--- src/rtl/icr_pkg.sv ---
`timescale 1ns / 1ps
`default_nettype none

package icr_pkg;

    localparam int IRQ_COUNT   = 64;
    localparam int IRQ_IDX_W   = $clog2(IRQ_COUNT);
    localparam int PRIO_ROWS   = (IRQ_COUNT + 3) / 4;
    localparam int PRIO_ROW_W  = $clog2(PRIO_ROWS);
    localparam int PRIO_LANES  = 4;

    localparam int OFFSET_W    = 12;
    localparam int WORD_W      = 4;
    localparam int PRIO_IDX_W  = 9;
    localparam int PRIO_Q_W    = 10;
    localparam int CFG_W       = 4;

    localparam logic OP_READ  = 1'b0;
    localparam logic OP_WRITE = 1'b1;

    localparam logic [1:0] SIZE_BYTE = 2'd0;
    localparam logic [1:0] SIZE_HALF = 2'd1;
    localparam logic [1:0] SIZE_WORD = 2'd2;

    localparam logic [OFFSET_W-1:0] OFF_SET_EN     = 12'h000;
    localparam logic [OFFSET_W-1:0] OFF_CLR_EN     = 12'h080;
    localparam logic [OFFSET_W-1:0] OFF_SET_PEND   = 12'h100;
    localparam logic [OFFSET_W-1:0] OFF_CLR_PEND   = 12'h180;
    localparam logic [OFFSET_W-1:0] OFF_PRIO_FIRST = 12'h300;
    localparam logic [OFFSET_W-1:0] OFF_PRIO_END   = 12'h4F0;

    localparam logic [CFG_W-1:0] PRIO_BITS_RESET = 4'd3;
    localparam logic [CFG_W-1:0] PRIO_BITS_MIN   = 4'd3;
    localparam logic [CFG_W-1:0] PRIO_BITS_MAX   = 4'd8;

    typedef enum logic [1:0] {
        ST_OK        = 2'd0,
        ST_BAD_SIZE  = 2'd1,
        ST_UNHANDLED = 2'd2
    } icr_status_t;

    typedef enum logic [2:0] {
        REGION_SET_EN,
        REGION_CLR_EN,
        REGION_SET_PEND,
        REGION_CLR_PEND,
        REGION_PRIO,
        REGION_NONE
    } icr_region_t;

    typedef struct packed {
        icr_region_t             region;
        icr_status_t             status;
        logic [WORD_W-1:0]       word;
        logic [PRIO_IDX_W-1:0]   base;
    } icr_dec_t;

    function automatic icr_dec_t icr_decode(input logic [OFFSET_W-1:0] offset,
                                            input logic [1:0] size);
        icr_dec_t dec;
        dec.region = REGION_NONE;
        dec.status = ST_OK;
        dec.word   = offset[5:2];
        dec.base   = PRIO_IDX_W'(offset - OFF_PRIO_FIRST);
        if (offset[11:6] == OFF_SET_EN[11:6]) begin
            dec.region = REGION_SET_EN;
        end else if (offset[11:6] == OFF_CLR_EN[11:6]) begin
            dec.region = REGION_CLR_EN;
        end else if (offset[11:6] == OFF_SET_PEND[11:6]) begin
            dec.region = REGION_SET_PEND;
        end else if (offset[11:6] == OFF_CLR_PEND[11:6]) begin
            dec.region = REGION_CLR_PEND;
        end else if (offset >= OFF_PRIO_FIRST && offset < OFF_PRIO_END) begin
            dec.region = REGION_PRIO;
        end
        case (dec.region)
            REGION_SET_EN, REGION_CLR_EN, REGION_SET_PEND, REGION_CLR_PEND: begin
                if (size != SIZE_WORD) begin
                    dec.status = ST_BAD_SIZE;
                end
            end
            REGION_PRIO: begin
                if (size != SIZE_BYTE && size != SIZE_WORD) begin
                    dec.status = ST_BAD_SIZE;
                end
            end
            default: begin
                dec.status = ST_UNHANDLED;
            end
        endcase
        return dec;
    endfunction

endpackage

`default_nettype wire

--- src/rtl/icr_ram.sv ---
`timescale 1ns / 1ps
`default_nettype none

module icr_ram #(
    parameter int WIDTH = 8,
    parameter int DEPTH = 16
) (
    input  wire logic                     aclk,
    input  wire logic                     wr_en,
    input  wire logic [$clog2(DEPTH)-1:0] wr_addr,
    input  wire logic [WIDTH-1:0]         wr_data,
    input  wire logic                     rd_en,
    input  wire logic [$clog2(DEPTH)-1:0] rd_addr,
    output logic      [WIDTH-1:0]         rd_data
);

    logic [WIDTH-1:0] mem_reg [DEPTH];
    logic [WIDTH-1:0] rd_data_reg;

    always_ff @(posedge aclk) begin
        if (wr_en) begin
            mem_reg[wr_addr] <= wr_data;
        end
        if (rd_en) begin
            rd_data_reg <= mem_reg[rd_addr];
        end
    end

    assign rd_data = rd_data_reg;

endmodule

`default_nettype wire

--- src/rtl/interrupt_controller_registers.sv ---
`timescale 1ns / 1ps
`default_nettype none

// Register file of a nested vectored interrupt controller: one bus access per beat in, one
// result beat (read data and status) out. Set/clear-enable words at 0x000/0x080, set/clear-
// pending words at 0x100/0x180 (word access only), priority bytes at 0x300-0x4EF (byte or
// unaligned word access, little-endian, only the configured number of top priority bits
// kept; the width used is clamped to 3..8). Status 0 is ok, 1 a wrong access size, 2 an
// unmapped offset; read data is zero for writes and for any error. A beat can be accepted
// every cycle while results are taken. Its result goes through the input stage register into
// the output register; the input stage also does the registered read of the four priority
// RAM banks (one per byte lane), and the output register takes the result formed from it.
// State changes commit at acceptance. Reset clears all enable and pending bits and marks all
// priority bytes zero through per-interrupt valid bits, so no clearing pass is needed.
module interrupt_controller_registers
    import icr_pkg::*;
(
    input  wire logic                aclk,
    input  wire logic                aresetn,

    input  wire logic                cfg_wr_en,
    input  wire logic [CFG_W-1:0]    cfg_wr_data,

    input  wire logic                s_valid,
    output logic                     s_ready,
    input  wire logic                s_op,
    input  wire logic [1:0]          s_access_size,
    input  wire logic [OFFSET_W-1:0] s_reg_offset,
    input  wire logic [31:0]         s_write_data,

    output logic                     m_valid,
    input  wire logic                m_ready,
    output logic [31:0]              m_read_data,
    output logic [1:0]               m_status
);

    logic                  s_acc;
    logic                  s1_adv;
    logic                  wr_ok;
    icr_dec_t              in_dec;

    logic [CFG_W-1:0]      prio_width_reg, prio_width_next;
    logic [CFG_W-1:0]      prio_bits_clamped;
    logic [7:0]            prio_mask;

    logic [IRQ_COUNT-1:0]  irq_enabled_reg, irq_enabled_next;
    logic [IRQ_COUNT-1:0]  irq_pending_reg, irq_pending_next;
    logic [IRQ_COUNT-1:0]  prio_valid_reg, prio_valid_next;

    logic [1:0]            bank_lane [PRIO_LANES];
    logic [PRIO_Q_W-1:0]   bank_q    [PRIO_LANES];
    logic [PRIO_LANES-1:0] bank_we;
    logic [PRIO_ROW_W-1:0] bank_addr [PRIO_LANES];
    logic [7:0]            bank_wdata [PRIO_LANES];
    logic [7:0]            bank_rdata [PRIO_LANES];

    logic [PRIO_Q_W-1:0]   lane_q [PRIO_LANES];
    logic [PRIO_LANES-1:0] lane_ok;

    logic                  s1_valid_reg, s1_valid_next;
    logic                  s1_op_reg, s1_op_next;
    icr_dec_t              s1_dec_reg, s1_dec_next;
    logic [PRIO_LANES-1:0] s1_lane_ok_reg, s1_lane_ok_next;
    logic [1:0]            s1_base_reg, s1_base_next;

    logic [31:0]           en_word;
    logic [31:0]           pend_word;
    logic [31:0]           prio_word;
    logic [31:0]           read_value;

    logic                  m_valid_reg, m_valid_next;
    logic [31:0]           m_read_data_reg, m_read_data_next;
    icr_status_t           m_status_reg, m_status_next;

    assign s1_adv  = s1_valid_reg && (!m_valid_reg || m_ready);
    assign s_ready = !s1_valid_reg || !m_valid_reg || m_ready;
    assign s_acc   = s_valid && s_ready;
    assign in_dec  = icr_decode(s_reg_offset, s_access_size);
    assign wr_ok   = s_acc && (s_op == OP_WRITE) && (in_dec.status == ST_OK);

    always_comb begin
        prio_width_next = cfg_wr_en ? cfg_wr_data : prio_width_reg;
        if (prio_width_reg < PRIO_BITS_MIN) begin
            prio_bits_clamped = PRIO_BITS_MIN;
        end else if (prio_width_reg > PRIO_BITS_MAX) begin
            prio_bits_clamped = PRIO_BITS_MAX;
        end else begin
            prio_bits_clamped = prio_width_reg;
        end
        prio_mask = 8'hFF << (PRIO_BITS_MAX - prio_bits_clamped);
    end

    // set/clear-enable and set/clear-pending writes
    always_comb begin
        irq_enabled_next = irq_enabled_reg;
        irq_pending_next = irq_pending_reg;
        for (int i = 0; i < IRQ_COUNT; i++) begin
            if (wr_ok && in_dec.word == WORD_W'(i >> 5) && s_write_data[i % 32]) begin
                case (in_dec.region)
                    REGION_SET_EN:   irq_enabled_next[i] = 1'b1;
                    REGION_CLR_EN:   irq_enabled_next[i] = 1'b0;
                    REGION_SET_PEND: irq_pending_next[i] = 1'b1;
                    REGION_CLR_PEND: irq_pending_next[i] = 1'b0;
                    default: ;
                endcase
            end
        end
    end

    // priority banks: bank b holds interrupts with index mod 4 == b
    always_comb begin
        prio_valid_next = prio_valid_reg;
        for (int b = 0; b < PRIO_LANES; b++) begin
            bank_lane[b]  = 2'(b) - in_dec.base[1:0];
            bank_q[b]     = PRIO_Q_W'(in_dec.base) + PRIO_Q_W'(bank_lane[b]);
            bank_we[b]    = wr_ok && (in_dec.region == REGION_PRIO)
                            && (bank_lane[b] == 2'd0 || s_access_size == SIZE_WORD)
                            && (bank_q[b] < PRIO_Q_W'(IRQ_COUNT));
            bank_addr[b]  = bank_q[b][PRIO_ROW_W+1:2];
            bank_wdata[b] = s_write_data[{bank_lane[b], 3'b000} +: 8] & prio_mask;
            if (bank_we[b]) begin
                prio_valid_next[bank_q[b][IRQ_IDX_W-1:0]] = 1'b1;
            end
        end
        for (int k = 0; k < PRIO_LANES; k++) begin
            lane_q[k]  = PRIO_Q_W'(in_dec.base) + PRIO_Q_W'(k);
            lane_ok[k] = (in_dec.region == REGION_PRIO)
                         && (k == 0 || s_access_size == SIZE_WORD)
                         && (lane_q[k] < PRIO_Q_W'(IRQ_COUNT))
                         && prio_valid_reg[lane_q[k][IRQ_IDX_W-1:0]];
        end
    end

    for (genvar b = 0; b < PRIO_LANES; b++) begin : g_bank
        icr_ram #(
            .WIDTH (8),
            .DEPTH (PRIO_ROWS)
        ) u_bank (
            .aclk    (aclk),
            .wr_en   (bank_we[b]),
            .wr_addr (bank_addr[b]),
            .wr_data (bank_wdata[b]),
            .rd_en   (s_acc),
            .rd_addr (bank_addr[b]),
            .rd_data (bank_rdata[b])
        );
    end

    // input stage
    always_comb begin
        s1_valid_next   = s_acc || (s1_valid_reg && !s1_adv);
        s1_op_next      = s1_op_reg;
        s1_dec_next     = s1_dec_reg;
        s1_lane_ok_next = s1_lane_ok_reg;
        s1_base_next    = s1_base_reg;
        if (s_acc) begin
            s1_op_next      = s_op;
            s1_dec_next     = in_dec;
            s1_lane_ok_next = lane_ok;
            s1_base_next    = in_dec.base[1:0];
        end
    end

    // result stage
    always_comb begin
        en_word   = '0;
        pend_word = '0;
        prio_word = '0;
        for (int i = 0; i < IRQ_COUNT; i++) begin
            if (s1_dec_reg.word == WORD_W'(i >> 5)) begin
                en_word[i % 32]   = irq_enabled_reg[i];
                pend_word[i % 32] = irq_pending_reg[i];
            end
        end
        for (int k = 0; k < PRIO_LANES; k++) begin
            if (s1_lane_ok_reg[k]) begin
                prio_word[8*k +: 8] = bank_rdata[2'(s1_base_reg + 2'(k))];
            end
        end
        case (s1_dec_reg.region)
            REGION_SET_EN, REGION_CLR_EN:     read_value = en_word;
            REGION_SET_PEND, REGION_CLR_PEND: read_value = pend_word;
            REGION_PRIO:                      read_value = prio_word;
            default:                          read_value = '0;
        endcase

        m_valid_next     = s1_adv || (m_valid_reg && !m_ready);
        m_read_data_next = m_read_data_reg;
        m_status_next    = m_status_reg;
        if (s1_adv) begin
            m_status_next    = s1_dec_reg.status;
            m_read_data_next = (s1_op_reg == OP_READ && s1_dec_reg.status == ST_OK)
                               ? read_value : '0;
        end
    end

    always_ff @(posedge aclk) begin
        if (!aresetn) begin
            prio_width_reg  <= PRIO_BITS_RESET;
            irq_enabled_reg <= '0;
            irq_pending_reg <= '0;
            prio_valid_reg  <= '0;
            s1_valid_reg    <= 1'b0;
            m_valid_reg     <= 1'b0;
        end else begin
            prio_width_reg  <= prio_width_next;
            irq_enabled_reg <= irq_enabled_next;
            irq_pending_reg <= irq_pending_next;
            prio_valid_reg  <= prio_valid_next;
            s1_valid_reg    <= s1_valid_next;
            m_valid_reg     <= m_valid_next;
        end
    end

    always_ff @(posedge aclk) begin
        s1_op_reg       <= s1_op_next;
        s1_dec_reg      <= s1_dec_next;
        s1_lane_ok_reg  <= s1_lane_ok_next;
        s1_base_reg     <= s1_base_next;
        m_read_data_reg <= m_read_data_next;
        m_status_reg    <= m_status_next;
    end

    assign m_valid     = m_valid_reg;
    assign m_read_data = m_read_data_reg;
    assign m_status    = m_status_reg;

`ifndef SYNTHESIS
    a_err_reads_zero: assert property (@(posedge aclk) disable iff (!aresetn)
        (m_valid && m_status != ST_OK) |-> (m_read_data == '0))
        else $error("error beat carries nonzero read data");

    a_write_reads_zero: assert property (@(posedge aclk) disable iff (!aresetn)
        (s1_adv && s1_op_reg == OP_WRITE) |=> (m_read_data == '0))
        else $error("write beat produced nonzero read data");

    a_err_no_update: assert property (@(posedge aclk) disable iff (!aresetn)
        (s_valid && s_ready && in_dec.status != ST_OK)
        |=> ($stable(irq_enabled_reg) && $stable(irq_pending_reg)
             && $stable(prio_valid_reg)))
        else $error("rejected access changed state");

    a_idle_no_update: assert property (@(posedge aclk) disable iff (!aresetn)
        !(s_valid && s_ready) |=> ($stable(irq_enabled_reg) && $stable(irq_pending_reg)))
        else $error("enable or pending bits changed without an accepted beat");
`endif

endmodule

`default_nettype wire

--- config.mk ---
export PLATFORM = sky130hd
export DESIGN_NAME = interrupt_controller_registers
export DESIGN_NICKNAME = d
export VERILOG_FILES = /design/src/rtl/icr_pkg.sv /design/src/rtl/icr_ram.sv /design/src/rtl/interrupt_controller_registers.sv
export SDC_FILE = /design/constraint.sdc
export NUM_CORES = 1
export LEC_CHECK = 0
export BUFFER_PORTS_ARGS = -buffer_cell sky130_fd_sc_hd__buf_2
export CORE_ASPECT_RATIO = 0.7
export CORE_MARGIN = 5
export CORE_UTILIZATION = 35
export DETAILED_ROUTE_END_ITERATION = 8
export GPL_TIMING_DRIVEN = 0
export PLACE_DENSITY_LB_ADDON = 0.12
export REMOVE_ABC_BUFFERS = 1
export SYNTH_ARGS = -nofsm -noshare
export SYNTH_HDL_FRONTEND = slang
export SYNTH_SLANG_ARGS = --single-unit
--- constraint.sdc ---
create_clock -name aclk -period 13.31 [get_ports aclk]
set_input_delay 1.331 -clock aclk [delete_from_list [all_inputs] [get_ports aclk]]
set_output_delay 1.331 -clock aclk [all_outputs]
set_load 0.03 [all_outputs]
## After elaboration in Yosys (flattened, before gate mapping)

Memories as Yosys holds them, arrays and structs flattened. A register that Yosys moved wholly into a read port is not among the register bits.
Cells that the tools add are included.
Widths: inputs -> output; s select.

- Flip-flop bits (word level): 248
- RAM bits: 512
- Input bits: 56
- Output and inout port bits: 36
- Logic and storage cells: 661
- Memories kept: 4

- $add $sub $neg: 16
- Order comparisons: 28
- Equal/unequal tests: 15
- Shift operators: 5
- Multiplexer cells: 185
- Bitwise logic cells: 13
- Reductions and logical operators: 255

Memory list:

| memory | depth | width | read ports | clocked after Yosys merged registers in | write ports | line | RTL |
|---|---|---|---|---|---|---|---|
| g_bank[0].u_bank.mem_reg | 16 | 8 | 1 | 1 | 1 | icr_ram.sv:17 | `logic [WIDTH-1:0] mem_reg [DEPTH];` |
| g_bank[1].u_bank.mem_reg | 16 | 8 | 1 | 1 | 1 | icr_ram.sv:17 |  |
| g_bank[2].u_bank.mem_reg | 16 | 8 | 1 | 1 | 1 | icr_ram.sv:17 |  |
| g_bank[3].u_bank.mem_reg | 16 | 8 | 1 | 1 | 1 | icr_ram.sv:17 |  |

Operators with widths:

| kind | count |
|---|---|
| $mux 64 | 4 |
| $or 64x64->64 | 4 |
| $reduce_and 2->1 | 128 |
| $mux 1 | 147 |
| $shiftx 32x6->8 | 4 |
| $logic_and 1x1->1 | 97 |
| $mux 8 | 12 |
| $pmux 32 s3 | 1 |
| $lt 10x7->1 const B | 7 |
| $bmux 8 s2 | 4 |
| $lt 6x7->1 const B | 8 |
| $add 9x2->10 | 4 |
| $and 8x8->8 | 4 |
| $bmux 1 s6 | 4 |
| $demux 1 s6 | 4 |
| $ge 6x1->1 const B | 4 |
| $add 9x2->10 const B | 2 |
| $eq 3x2->1 const B | 4 |
| $eq 6x3->1 const B | 2 |
| $ge 12x10->1 const B | 1 |
| $ge 3x3->1 const B | 4 |
| $logic_not 2->1 | 6 |
| $lt 12x11->1 const B | 1 |
| $mux 3 | 4 |
| other kinds (30) | 57 |

## Logic depth before layout (Yosys ltp)

- Depth in word-level cells: 22
- Mapped depth: 16
- Gate-level depth less buffers: 9

## Modules after synthesis

From an unflattened synthesis, not the netlist that was laid out.

- Cells, all modules: 2431
- Area total of the unflattened synthesis: 36516.3 µm²

By module, submodules not included:

| module | instances | cells each | area an instance (µm²) | sequential area each (µm²) |
|---|---|---|---|---|
| icr_ram | 4 | 229 | 5227.5 | 4083.9 |
| interrupt_controller_registers | 1 | 1515 | 15606.2 | 5465.2 |

## Worst setup path before layout

Ideal clock, no wire load.

- Path type: input-to-reg
- Start: in s_reg_offset[1]
- End: mem g_bank[2].u_bank.mem_reg[9][0] (enable)
- Library setup time: 0.401 ns
- Arrival: 5.063 ns
- Data required time: 12.909 ns
- Setup slack: 7.847 ns
- Stages: 12
- Buffers on the path: 5
- Path through: buf_4 buf_2 buf_2 buf_2 inv_1 ha_1 xnor2_2 a31oi_2 buf_2 nor3_1 o21ai_1 nor4_1

- Word-level cells in the longest chain between the ends: 17
- Elaborated cells between the ends (all ways): 28

Ends and longest elaborated chain:

| what | line | RTL |
|---|---|---|
| from (decl) | interrupt_controller_registers.sv:28 | `input wire logic [OFFSET_W-1:0] s_reg_offset,` |
| parallel branches: the longest is 17 deep, another holds $add 9x2->10 | -- |  |
| to (decl) | icr_ram.sv:17 |  |

Parallel ways; which one is timed is not known.

## Final worst setup path

- Start: in s_reg_offset[0]
- End: mem g_bank[0].u_bank.mem_reg[2][6] (enable)

- Word-level cells in the longest chain between the ends: 17
- Elaborated cells between the ends (all ways): 28

Ends and longest elaborated chain:

| what | line |
|---|---|
| parallel branches: the longest is 17 deep, another holds $add 9x2->10 | -- |
| to (decl) | icr_ram.sv:17 |

Parallel ways; which one is timed is not known.

==> results.txt <==
----------------------------------------------------
[Place]
  Gp weighted congestion ... 0.878
  Cell count after placement ... 3901
  # port buffers ... 91
  Placed wire-length estimate after detailed placement ... 80700 µm

[Setup path]
  Flop-to-flop setup slack ... 9.35 ns
  Category of the worst setup path launch point ... primary input
  Required time of the critical path ... 13.58 ns
  Crit path capture type ... register
  Maximum fanout encountered on the critical timing path ... 63
  Critical Setup Path Class ... primary input to register
  R2R Path Start ... m_valid$_SDFF_PN0_
  Terminus of the critical flop-to-flop path ... g_bank[1].u_bank.mem_reg[2][0]$_DFFE_PP_
  Worst reg-to-reg path cell count ... 6
  Data arrival at the endpoint of the critical path ... 6.98 ns

[GRT]
  Global-route wire length before repair ... 169000 µm
  Maximum number of pins on one net before global-route repair ... 94
  Initial antenna violation count ... 14
  Vias in the first global route ... 23600
  Total global routing overflow ... 0
  Gr usage total ... 20.8%

[Run]
  Number of maximum-capacitance constraint violations ... 0

[Route]
  Count of routing violations after the opening detailed-route iteration ... 2490
  Vias per cell ... 5.95
  Number of design rule violations left after detail routing ... 0
  Aggregate routed wire length ... 116000 µm
  First-pass iteration count of the detailed router ... 6
  Antenna-violating nets left ... 0
  Vias post-DR ... 24100
  Routed length per instance ... 28.6 µm

[Logic synthesis]
  FFs w/ async S/R, synth ... 0%
  Number of flip-flops and latches in the synthesized netlist ... 792
  Cell count after synthesis ... 2599
  Simple-gate area share of the yosys netlist ... 8.85%
  Xor-xnor portion of the synthesized cell area ... 0.789%
  Mux share of post-synthesis cell area ... 16.6%
  Number of enable-type register cells in the synthesized netlist ... 594
  Leading cell types by count after synthesis ... 594 x edfxtp_1, 240 x nand2_1, 236 x mux4_2
  Synthesized area ... 36200 µm²
  Area fraction of the dominant cell type after synthesis ... 49.3%
  Most area-hungry cell type in the Yosys netlist ... edfxtp_1
  Adder and majority cell fraction of the synthesized area ... 0.450%
  Sequential area share after synthesis ... 60.3%
  Most frequent cell after synthesis ... edfxtp_1
  Ys Warns ... 0
  Dominant combinational cell family by area after synthesis ... multiplexers
  Main synth FF type ... edfxtp_1
  Mean instance size in the synthesized netlist ... 13.9 µm²
  Post-synthesis compound-gate area fraction ... 10.2%
  Number of distinct standard cells referenced by the synthesized netlist ... 81
  Synth top area cells ... edfxtp_1 49%, mux4_2 15%, dfxtp_1 11%

[STA]
  Final hold violation count ... 0
  Highest clock rate ... 149 MHz
  Slew of the pin with the lowest slew margin ... 1.38 ns
  Unrepaired setup endpoints after global routing ... false
  Total count of max-transition violations in the final report ... 0
  Final cycle utilization of the critical path ... 50.4%
  Worst Skew ... 0.0352 ns
  Fin crit period ... 6.71 ns
  Final TNS setup ... 0 ns
  Final setup fails ... 0
  Normalized max-slew margin ... 8.02%

[Worst hold path]
  Path category of the worst min-delay check ... register to register
  Worst Hold Launch ... irq_pending_reg[40]$_SDFFE_PN0P_
  Hold EP ... irq_pending_reg[40]$_SDFFE_PN0P_
  Count of cells along the worst hold path ... 2

[CTS]
  Clock tree from TritonCTS ... built
  # clock sinks ... 792
  Hold buffers post-CTS ... 0
  Worst-path clk slew ... 0.06 ns
  H-tree levels ... 3
  Clk_lat worst skew ... 0.68 ns
  Count of cells resized by post-cts repair ... 0
  Count of buffers added by post-CTS timing repair for setup ... 0
  Number of clock buffers inserted by TritonCTS ... 80
  Number of buffers on the longest clock path ... 3
  CTS root buf ... clkbuf_16

[Finish]
  Finished Layout Cells ... 4053
  Util after Layout ... 40.8%
  Max reg flops ... 512
  Final Net Count ... 2702
  Share of final-layout standard cells stronger than drive strength 1 ... 23.3%
  Area added between synthesis and finish ... 15.5%
  Fillers ... 9416

[Pwr]
  Leakage Power ... 12.6 nW
  Power per cell area ... 135 nW/µm²
  Maximum resistive drop on vdd ... 0.0790 mV

[Floorplan]
  Die W ... 394 µm
  Effective utilization at floorplan ... 35.4%
  Placeable core area ... 102000 µm²
  Die area ... 110000 µm²
  Number of top-level pins ... 92
  # rows ... 98
  Vertical die dimension ... 279 µm

[Status]
  Run status ... complete, no violations

----------------------------------------------------
==> worst max-delay path, stage by stage <==
cell       delay, ns
buf_4           0.44
buf_16          0.36
inv_1           0.49
ha_2            0.51
xnor2_2         0.55
mux2_2          0.43
o221ai_2        0.92
o2111ai_1       0.74
nor2_1          1.06
==> metrics by stage <==
stage / worst slack (ns) / power (W) / hold WS, ns / cell area [µm²]
global route: 6.44 / 0.00582 / 0.472 / 41700
finish: 6.60 / 0.00563 / 0.453 / 41800
CTS: 6.71 / 0.00568 / 0.455 / 41700
floorplan: 7.16 / 0.00306 / 0.427 / 35200
detailed placement: 6.01 / 0.00335 / 0.446 / 39100
global placement: 0.976 / 0.00331 / 0.438 / 37300
==> worst max-delay path by stage <==
stage | startpoint | depth (start not counted) | endpoint
2_1_floorplan | s1_dec_reg[12]$_DFFE_PP_ | 5 | m_read_data[0]$_SDFFCE_PN0P_
3_3_place_gp | s_reg_offset[0] | 9 | g_bank[2].u_bank.rd_data[7]$_DFFE_PP_
3_5_place_dp | s_reg_offset[0] | 9 | g_bank[0].u_bank.mem_reg[2][1]$_DFFE_PP_
4_1_cts | s_reg_offset[0] | 9 | g_bank[0].u_bank.mem_reg[2][6]$_DFFE_PP_
5_1_grt | s_reg_offset[0] | 9 | g_bank[0].u_bank.mem_reg[2][6]$_DFFE_PP_
6_report | s_reg_offset[0] | 9 | g_bank[0].u_bank.mem_reg[2][6]$_DFFE_PP_
==> where the power goes <==
part	internal [W]	switching [W]	total [W]	leakage, nW
clock network	0.00133	0.000995	0.00233	1.31
logic	0.000209	0.000377	0.000586	4.58
registers	0.00269	0.0000271	0.00272	6.73
==> metal layers <==
layer  vias to the layer above  routed length, µm  global-route usage (%)
met5                         -                 23                       0
met4                         4               3120                    5.67
met3                       184              12300                    7.12
met2                      1130              48700                    29.8
met1                     12400              51900                    30.3
li1                      10400                  -                       -
==> cell type report <==
| class | instances | area (µm²) | share of cell area, % |
|---|---|---|---|
| Sequential cell | 792 | 21800 | 52.2 |
| Multi-Input combinational cell | 1563 | 13700 | 32.9 |
| Tap cell | 1350 | 1690 | 4.05 |
| Timing Repair Buffer | 177 | 1790 | 4.28 |
| Clock inverter | 41 | 455 | 1.09 |
| Clock buffer | 107 | 2210 | 5.30 |
| Antenna cell | 4 | 10.0 | 0.0240 |
| Inverter | 19 | 76.3 | 0.183 |
==> cells in the final DEF, fill, tap and decap left out, types with 9 or more instances in the layout <==
| cell type | n |
|---|---|
| clkbuf_8 | 9 |
| mux2_2 | 10 |
| a211oi_1 | 76 |
| a21oi_1 | 162 |
| clkbuf_16 | 81 |
| xor2_1 | 9 |
| a31oi_1 | 46 |
| nor2b_2 | 10 |
| clkinv_1 | 11 |
| ha_1 | 10 |
| buf_16 | 23 |
| clkinv_2 | 12 |
| nand2_1 | 240 |
| nand4_1 | 10 |
| nand2b_1 | 17 |
| buf_8 | 10 |
| dfxtp_1 | 198 |
| a22oi_1 | 94 |
| and2_1 | 15 |
| nor2_1 | 129 |
| buf_6 | 18 |
| buf_2 | 87 |
| edfxtp_1 | 594 |
| nor3_2 | 14 |
| o21ai_0 | 30 |
| buf_4 | 33 |
| a221oi_1 | 10 |
| nor2b_1 | 45 |
| mux2i_1 | 45 |
| o22ai_1 | 37 |
| o21a_1 | 22 |
| mux4_2 | 236 |
| inv_1 | 18 |
| o211ai_1 | 9 |
| nor4_2 | 9 |
| nand3_1 | 95 |
| nor3_1 | 30 |
| clkbuf_1 | 17 |
==> kinds of logic after synthesis <==
logic type                 after synthesis
DFF                                    792
muxes                                  295
xor gates and xnor gates                30
AOI/OAI and AO/OA                      549
buffers and inverters                  244
and+or+nand+nor                        676
adders and majority gates               13
Note: power is estimated with default switching activity, not from simulation.
